<file path="src/u8sd_pkg.sv">
// shared types and constants for the utf-8 stream decoder
// no dependencies; imported by every module of the block
`default_nettype none

package u8sd_pkg;

    localparam int unsigned CP_W            = 21;
    localparam int unsigned BYTE_W          = 8;
    localparam int unsigned QUEUE_DEPTH_DEF = 2;

    // replacement character
    localparam logic [CP_W-1:0] REPL_CP = 21'h00FFFD;

    // apb register map
    localparam int unsigned APB_ADDR_W = 3;
    localparam logic        REG_IDX_UCS2_MODE = 1'b0;

    // one decode job: malformed fills before the main result, the main
    // result itself, then malformed fills for a sequence cut by string end
    typedef struct packed {
        logic [1:0]      pre_cnt;
        logic            mid_valid;
        logic            mid_bad;
        logic [CP_W-1:0] mid_cp;
        logic [1:0]      post_cnt;
        logic            fin;
    } job_t;

endpackage

`default_nettype wire

</file>
<file path="src/utf8_stream_decoder_unit.sv">
// utf-8 stream decoder top level: apb config register, front end, job queue,
// result sequencer; depends on u8sd_pkg, u8sd_front, u8sd_queue, u8sd_back
// first result path: job queue slot, then the result sequencer output register
// throughput: one byte per cycle while each byte gives at most one result and
//   m_tready is high; a byte that gives more than one result holds the sequencer
// until each is sent; the job queue (QUEUE_DEPTH entries) keeps the input moving
// reset: asynchronous, active low; clears the open sequence, queue and ucs2_mode
`default_nettype none

module utf8_stream_decoder_unit
    import u8sd_pkg::*;
#(
    parameter int unsigned QUEUE_DEPTH = QUEUE_DEPTH_DEF
)
(
    input  wire logic                  clk,
    input  wire logic                  rst_n,
    // byte stream in
    input  wire logic                  s_tvalid,
    output logic                       s_tready,
    input  wire logic [7:0]            s_tdata,   // [7:0] byte_value
    input  wire logic                  s_tlast,   // final_byte
    // code point stream out
    output logic                       m_tvalid,
    input  wire logic                  m_tready,
    output logic [23:0]                m_tdata,   // [20:0] code_point, [23:21] zero
    output logic [1:0]                 m_tuser,   // [0] malformed, [1] run_last
    output logic                       m_tlast,   // string_end
    // configuration
    input  wire logic                  psel,
    input  wire logic                  penable,
    input  wire logic                  pwrite,
    input  wire logic [APB_ADDR_W-1:0] paddr,
    input  wire logic [31:0]           pwdata,
    output logic [31:0]                prdata,
    output logic                       pready
);

    logic            ucs2_mode_reg;
    logic            cfg_write;
    logic            s_accept;
    job_t            front_job, head_job;
    logic            front_job_valid;
    logic            queue_full;
    logic            head_valid, head_pop;
    logic [CP_W-1:0] out_cp;

    // apb: zero wait states, register index in paddr[2]
    assign pready    = 1'b1;
    assign cfg_write = psel && penable && pwrite && pready;

    always_ff @(posedge clk or negedge rst_n)
    begin
        if (!rst_n)
        begin
            ucs2_mode_reg <= 1'b0;
        end
        else if (cfg_write && (paddr[2] == REG_IDX_UCS2_MODE))
        begin
            ucs2_mode_reg <= pwdata[0];
        end
    end

    assign prdata = (paddr[2] == REG_IDX_UCS2_MODE) ? {31'd0, ucs2_mode_reg} : 32'd0;

    // input side stalls only when the queue has no room
    assign s_tready = !queue_full;
    assign s_accept = s_tvalid && s_tready;

    u8sd_front u_front (
        .clk        (clk),
        .rst_n      (rst_n),
        .accept     (s_accept),
        .byte_value (s_tdata),
        .final_byte (s_tlast),
        .ucs2_mode  (ucs2_mode_reg),
        .job        (front_job),
        .job_valid  (front_job_valid)
    );

    // bytes that give no result never enter the queue
    u8sd_queue #(
        .DEPTH (QUEUE_DEPTH)
    ) u_queue (
        .clk        (clk),
        .rst_n      (rst_n),
        .push       (front_job_valid),
        .push_job   (front_job),
        .full       (queue_full),
        .pop        (head_pop),
        .head_job   (head_job),
        .head_valid (head_valid)
    );

    u8sd_back u_back (
        .clk            (clk),
        .rst_n          (rst_n),
        .head_job       (head_job),
        .head_valid     (head_valid),
        .pop            (head_pop),
        .out_valid      (m_tvalid),
        .out_ready      (m_tready),
        .out_code_point (out_cp),
        .out_malformed  (m_tuser[0]),
        .out_run_last   (m_tuser[1]),
        .out_string_end (m_tlast)
    );

    assign m_tdata = {3'b000, out_cp};

endmodule

`default_nettype wire

</file>
<file path="src/u8sd_front.sv">
// front end: tracks the open utf-8 sequence; a byte with results makes a job
// depends on u8sd_pkg
`default_nettype none

module u8sd_front
    import u8sd_pkg::*;
(
    input  wire logic              clk,
    input  wire logic              rst_n,
    input  wire logic              accept,
    input  wire logic [BYTE_W-1:0] byte_value,
    input  wire logic              final_byte,
    input  wire logic              ucs2_mode,
    output job_t                   job,
    output logic                   job_valid
);

    logic [2:0]      seq_len_reg, seq_len_next;
    logic [1:0]      taken_reg, taken_next;
    logic [CP_W-1:0] partial_reg, partial_next;
    logic [CP_W-1:0] cont_value;
    logic            is_cont;
    logic            do_lead;
    logic [2:0]      total;

    assign is_cont    = (byte_value[7:6] == 2'b10);
    assign cont_value = {partial_reg[CP_W-7:0], byte_value[5:0]};

    always_comb
    begin
        seq_len_next = seq_len_reg;
        taken_next   = taken_reg;
        partial_next = partial_reg;
        job          = '0;
        do_lead      = 1'b1;

        if (seq_len_reg != 3'd0)
        begin
            if (is_cont)
            begin
                do_lead = 1'b0;
                if (({1'b0, taken_reg} + 3'd1) >= seq_len_reg)
                begin
                    job.mid_valid = 1'b1;
                    job.mid_bad   = 1'b0;
                    job.mid_cp    = (ucs2_mode && (|cont_value[CP_W-1:16])) ? REPL_CP
                                                                          : cont_value;
                    seq_len_next  = 3'd0;
                    taken_next    = 2'd0;
                    partial_next  = '0;
                end
                else
                begin
                    partial_next = cont_value;
                    taken_next   = taken_reg + 2'd1;
                end
            end
            else
            begin
                // bad continuation: flush what was taken, then retry as lead
                job.pre_cnt  = taken_reg;
                seq_len_next = 3'd0;
                taken_next   = 2'd0;
                partial_next = '0;
            end
        end

        if (do_lead)
        begin
            if (!byte_value[7])
            begin
                job.mid_valid = 1'b1;
                job.mid_cp    = {{(CP_W-BYTE_W){1'b0}}, byte_value};
            end
            else if (byte_value[7:5] == 3'b110)
            begin
                seq_len_next = 3'd2;
                taken_next   = 2'd1;
                partial_next = {{(CP_W-5){1'b0}}, byte_value[4:0]};
            end
            else if (byte_value[7:4] == 4'b1110)
            begin
                seq_len_next = 3'd3;
                taken_next   = 2'd1;
                partial_next = {{(CP_W-4){1'b0}}, byte_value[3:0]};
            end
            else if (byte_value[7:3] == 5'b11110)
            begin
                seq_len_next = 3'd4;
                taken_next   = 2'd1;
                partial_next = {{(CP_W-3){1'b0}}, byte_value[2:0]};
            end
            else
            begin
                job.mid_valid = 1'b1;
                job.mid_bad   = 1'b1;
                job.mid_cp    = REPL_CP;
            end
        end

        // string ends inside a sequence
        if (final_byte && (seq_len_next != 3'd0))
        begin
            job.post_cnt = taken_next;
            seq_len_next = 3'd0;
            taken_next   = 2'd0;
            partial_next = '0;
        end

        job.fin = final_byte;
    end

    assign total     = {1'b0, job.pre_cnt} + {2'b00, job.mid_valid} + {1'b0, job.post_cnt};
    assign job_valid = accept && (total != 3'd0);

    always_ff @(posedge clk or negedge rst_n)
    begin
        if (!rst_n)
        begin
            seq_len_reg <= 3'd0;
            taken_reg   <= 2'd0;
            partial_reg <= '0;
        end
        else if (accept)
        begin
            seq_len_reg <= seq_len_next;
            taken_reg   <= taken_next;
            partial_reg <= partial_next;
        end
    end

`ifndef SYNTH
    a_final_closes: assert property (@(posedge clk) disable iff (!rst_n)
        (accept && final_byte) |=> (seq_len_reg == 3'd0))
        else $error("sequence still open after final byte");
`endif

endmodule

`default_nettype wire

</file>
<file path="src/u8sd_queue.sv">
// short job queue between front end and result sequencer
// depends on u8sd_pkg
`default_nettype none

module u8sd_queue
    import u8sd_pkg::*;
#(
    parameter int unsigned DEPTH = QUEUE_DEPTH_DEF
)
(
    input  wire logic clk,
    input  wire logic rst_n,
    input  wire logic push,
    input  wire job_t push_job,
    output logic      full,
    input  wire logic pop,
    output job_t      head_job,
    output logic      head_valid
);

    localparam int unsigned PTR_W = (DEPTH > 1) ? $clog2(DEPTH) : 1;
    localparam int unsigned CNT_W = $clog2(DEPTH + 1);

    job_t             slots_reg [DEPTH];
    logic [PTR_W-1:0] wr_ptr_reg, rd_ptr_reg;
    logic [CNT_W-1:0] count_reg;
    logic             do_push, do_pop;

    assign full       = (count_reg == CNT_W'(DEPTH));
    assign head_valid = (count_reg != '0);
    assign head_job   = slots_reg[rd_ptr_reg];
    assign do_push    = push && !full;
    assign do_pop     = pop && head_valid;

    always_ff @(posedge clk)
    begin
        if (do_push)
        begin
            slots_reg[wr_ptr_reg] <= push_job;
        end
    end

    always_ff @(posedge clk or negedge rst_n)
    begin
        if (!rst_n)
        begin
            wr_ptr_reg <= '0;
            rd_ptr_reg <= '0;
            count_reg  <= '0;
        end
        else
        begin
            if (do_push)
            begin
                wr_ptr_reg <= (wr_ptr_reg == PTR_W'(DEPTH - 1)) ? '0 : wr_ptr_reg + 1'b1;
            end
            if (do_pop)
            begin
                rd_ptr_reg <= (rd_ptr_reg == PTR_W'(DEPTH - 1)) ? '0 : rd_ptr_reg + 1'b1;
            end
            if (do_push && !do_pop)
            begin
                count_reg <= count_reg + 1'b1;
            end
            else if (do_pop && !do_push)
            begin
                count_reg <= count_reg - 1'b1;
            end
        end
    end

`ifndef SYNTH
    a_count_bound: assert property (@(posedge clk) disable iff (!rst_n)
        count_reg <= CNT_W'(DEPTH))
        else $error("queue count beyond depth");
`endif

endmodule

`default_nettype wire

</file>
<file path="src/u8sd_back.sv">
// result sequencer: expands each job into code points, one per cycle
// unless out_ready stalls the output; depends on u8sd_pkg
`default_nettype none

module u8sd_back
    import u8sd_pkg::*;
(
    input  wire logic             clk,
    input  wire logic             rst_n,
    input  wire job_t             head_job,
    input  wire logic             head_valid,
    output logic                  pop,
    output logic                  out_valid,
    input  wire logic             out_ready,
    output logic [CP_W-1:0]       out_code_point,
    output logic                  out_malformed,
    output logic                  out_run_last,
    output logic                  out_string_end
);

    logic [1:0]      emit_cnt_reg;
    logic            out_valid_reg;
    logic [CP_W-1:0] cp_reg;
    logic            bad_reg, run_last_reg, string_end_reg;
    logic [2:0]      total;
    logic            advance, is_last, is_mid;

    assign total   = {1'b0, head_job.pre_cnt} + {2'b00, head_job.mid_valid}
                   + {1'b0, head_job.post_cnt};
    assign advance = head_valid && (!out_valid_reg || out_ready);
    assign is_last = (({1'b0, emit_cnt_reg} + 3'd1) == total);
    assign is_mid  = head_job.mid_valid && (emit_cnt_reg == head_job.pre_cnt);
    assign pop     = advance && is_last;

    always_ff @(posedge clk)
    begin
        if (advance)
        begin
            cp_reg         <= is_mid ? head_job.mid_cp : REPL_CP;
            bad_reg        <= is_mid ? head_job.mid_bad : 1'b1;
            run_last_reg   <= is_last;
            string_end_reg <= is_last && head_job.fin;
        end
    end

    always_ff @(posedge clk or negedge rst_n)
    begin
        if (!rst_n)
        begin
            emit_cnt_reg  <= 2'd0;
            out_valid_reg <= 1'b0;
        end
        else
        begin
            if (advance)
            begin
                emit_cnt_reg  <= is_last ? 2'd0 : emit_cnt_reg + 2'd1;
                out_valid_reg <= 1'b1;
            end
            else if (out_ready)
            begin
                out_valid_reg <= 1'b0;
            end
        end
    end

    assign out_valid      = out_valid_reg;
    assign out_code_point = cp_reg;
    assign out_malformed  = bad_reg;
    assign out_run_last   = run_last_reg;
    assign out_string_end = string_end_reg;

`ifndef SYNTH
    a_cnt_in_job: assert property (@(posedge clk) disable iff (!rst_n)
        head_valid |-> ({1'b0, emit_cnt_reg} < total))
        else $error("emit count past end of job");
    a_end_is_run_last: assert property (@(posedge clk) disable iff (!rst_n)
        (out_valid_reg && string_end_reg) |-> run_last_reg)
        else $error("string end on a result that is not last of its byte");
`endif

endmodule

`default_nettype wire
</file>
<file path="config.mk">
export PLATFORM = sky130hd
export DESIGN_NAME = utf8_stream_decoder_unit
export DESIGN_NICKNAME = d
export VERILOG_FILES = /design/src/u8sd_pkg.sv /design/src/utf8_stream_decoder_unit.sv /design/src/u8sd_front.sv /design/src/u8sd_queue.sv /design/src/u8sd_back.sv
export SDC_FILE = /design/constraint.sdc
export NUM_CORES = 1
export LEC_CHECK = 0
export ABC_AREA = 1
export ABC_CLOCK_PERIOD_IN_PS = 5200
export BUFFER_PORTS_ARGS = -buffer_cell sky130_fd_sc_hd__buf_2
export CAP_MARGIN = 20
export CORE_ASPECT_RATIO = 0.5
export CORE_MARGIN = 10
export CORE_UTILIZATION = 55
export DETAILED_ROUTE_END_ITERATION = 8
export PLACE_DENSITY_LB_ADDON = 0.1
export SYNTH_ARGS = -nofsm -noshare
export SYNTH_HDL_FRONTEND = slang
export SYNTH_SLANG_ARGS = --single-unit
</file>
<file path="constraint.sdc">
create_clock -name clk -period 5.2 [get_ports clk]
set_clock_uncertainty 0.1 [all_clocks]
set_input_delay 0.78 -clock clk [delete_from_list [all_inputs] [get_ports clk]]
set_output_delay 0.78 -clock clk [all_outputs]
set_load 0.02 [all_outputs]
</file>
==> results.json <==
{
  "die_area_sq_mm": 0.0144,
  "synthCells": 509,
  "drc": 0,
  "via_per_inst": 5.07,
  "grt_pass1_vias": 3318,
  "yosys.area.top_type": "edfxtp_1",
  "synth_cell_types": 43,
  "antenna_found_initial": 0,
  "ctsResizeCount": 0,
  "grt_max_degree": 29,
  "cp-end-kind": "register",
  "drive_above_1_share": 0.216,
  "drt-total-wl_um": 10800,
  "ant_nets": 0,
  "p_sw_mw": 1.27,
  "finalCritPeriodShare": 0.804,
  "crit_path_cell_trace": "ha_1, ha_1, nand2_1, inv_2, nand2_1, nand2_1, nand2_2, nand3_4, a31oi_1, fa_1, inv_1, fa_1, a31oi_2, inv_2, nor2_2, buf_4",
  "rsz0062_at_grt": "no",
  "finalSetupTns_ns": 0,
  "final_cell_mix": "nand2_1, edfxtp_1, buf_2",
  "hpwl_um": 7770,
  "h-tree-depth": 3,
  "cts_tree": "built",
  "synth_seq_cells": 108,
  "cp.required_ns": 5.11,
  "ir_drop_uv": 245,
  "numCtsBuffers": 9,
  "cp_common_cell": "nand2_1",
  "synth_flop_cell": "edfxtp_1",
  "setup_violations": 0,
  "final-max-slew-violation-count": 0,
  "rows": 25,
  "clk-insertion-delay-late_ns": 0.35,
  "portBuffers": 44,
  "min_path_type": "in2async",
  "pwr-share-comb": 0.383,
  "post_synth.cell_area_avg_sq_um": 10.6,
  "postCtsSetupBuffers": 0,
  "slowest_stage": "dfrtp_1",
  "nets": 609,
  "ctsHoldBuffers": 0,
  "die_h_um": 89.9,
  "pwr-share-seq": 0.420,
  "layout_commonest_cell": "nand2_1",
  "cap_violations": 0,
  "r2r_setup_slack_ns": 1.02,
  "switching_share": 0.395,
  "slowest_delay_ns": 0.45,
  "r2r_start": "u_front.taken_reg[0]$_DFFE_PN0P_",
  "ios": 113,
  "fin_util": 0.614,
  "power.density_mw_per_mm2": 550,
  "status": "finished, final reports clean",
  "first_pass_iters": 4,
  "yosys.area.top_type_share": 0.446,
  "gr-total-overflow": 0,
  "critPathTopFamily": "adder cells",
  "fmax_mhz": 239,
  "cts-root-buf": "clkbuf_16",
  "cts_buffer_depth": 2,
  "finalHoldViolCount": 0,
  "area_growth_syn_to_layout_pct": 8.14,
  "yosysWarnings": 0,
  "fill_cells": 804,
  "synth-async-reset-ratio": 0.259,
  "wl_per_cell_um": 15.7,
  "largest_register_ffs": 56,
  "synth-edff-count": 80,
  "num_vias": 3480,
  "clock_sinks": 108,
  "clock_power_share": 0.197,
  "slew_headroom": 0.316,
  "initial_core_util": 0.568,
  "placed_area_sq_mm": 0.00554,
  "synth_area_sq_mm": 0.00538,
  "gp_congestion": 0.854,
  "synth_area_leaders": "edfxtp_1, dfrtp_1, nand2_1, buf_4, nand3_1",
  "worstSetupPathType": "reg2reg",
  "worst_r2r_endpoint": "u_queue.slots_reg[1][0]$_DFFE_PP_",
  "finalWorstSetupSlack_ns": 1.02,
  "fin_area_sq_mm": 0.00582,
  "path_clk_slew_ns": 0.07,
  "crit_arrival_ns": 4.09,
  "fp.coreArea_sq_mm": 0.00948,
  "worst_pin_slew_ns": 1.03,
  "grt_use_total": 0.152,
  "fp.dieW_um": 160,
  "worstPathMaxFanout": 28,
  "period_needed_ns": 4.18,
  "place_worst_setup_slack_ns": 1.01,
  "ys_seq_area_frac": 0.577,
  "p_int_mw": 1.94,
  "critPathLaunchType": "register",
  "grt_pass1_wl_um": 17400,
  "drtIter0Drc": 238,
  "critical_path_buf_inv_count": 4,
  "diodes": 0,
  "reg2regPathDepth": 16,
  "p_leak_nw": 2.48
}
## per-stage QoR
| stage | hold slack (ns) | power [mW] | instances |
|---|---|---|---|
| CTS | 0.387 | 3.24 | 687 |
| global placement | 0.391 | 2.58 | 672 |
| global route | 0.411 | 3.43 | 687 |
| finish | 0.364 | 3.20 | 687 |
| detailed placement | 0.394 | 2.61 | 672 |
| floorplan | 0.366 | 2.35 | 542 |
## power by group through the flow
stage	clock network [mW]	logic, mW	registers, mW
floorplan	0	0.910	1.44
global placement	0	1.22	1.35
detailed placement	0	1.24	1.36
CTS	0.647	1.25	1.34
global route	0.680	1.38	1.37
finish	0.631	1.23	1.34
## logic make-up (layout without fill, tap and decap cells)
logic type | Yosys count | after routing | synth area share
mux | 7 | 7 | 0.0130
buf+inv | 94 | 104 | 0.101
compound gates | 50 | 50 | 0.0593
other cells | 2 | 35 | 0.00140
flops | 108 | 108 | 0.577
simple gates | 231 | 231 | 0.205
fa+ha+maj | 10 | 10 | 0.0288
xor+xnor | 7 | 7 | 0.0149
## area by class of cell
class                   count  area (sq um)  area share
clock buffers               9           225      0.0387
repair buffers             49           258      0.0443
inverters                  40           150      0.0258
flip-flops and latches    108          3100       0.533
clock inverters             6          50.0     0.00860
multi-input cells         340          1860       0.320
well taps                 135           169      0.0290
## synthesized netlist by cell type, drive strengths merged (5+ instances only)
master and number:
a21oi 11, buf 49, clkbuf 5, dfrtp 28, edfxtp 80, ha 6
inv 39, mux2i 7, nand2 150, nand3 33, nand4 19, nor2 28
o21ai 29
## layer usage
metal | share of wire | track usage | vias up
met5 | 0 | 0 | -
met4 | 0.011 | 0.0433 | 0
met3 | 0.10 | 0.0582 | 12
met2 | 0.42 | 0.230 | 123
met1 | 0.46 | 0.200 | 1623
li1 | - | - | 1722
## worst max path at each step
stage,cells after the start,to,startpoint
detailed placement,16,u_queue.slots_reg[1][17]$_DFFE_PP_,u_front.taken_reg[0]$_DFFE_PN0P_
global route,16,u_queue.slots_reg[1][23]$_DFFE_PP_,u_front.taken_reg[0]$_DFFE_PN0P_
floorplan,16,u_queue.slots_reg[1][0]$_DFFE_PP_,u_front.taken_reg[0]$_DFFE_PN0P_
global placement,16,u_queue.slots_reg[1][17]$_DFFE_PP_,u_front.taken_reg[0]$_DFFE_PN0P_
finish,16,u_queue.slots_reg[1][0]$_DFFE_PP_,u_front.taken_reg[0]$_DFFE_PN0P_
CTS,16,u_queue.slots_reg[1][14]$_DFFE_PP_,u_front.taken_reg[0]$_DFFE_PN0P_
No activity file was read; power rests on OpenSTA's default activity.
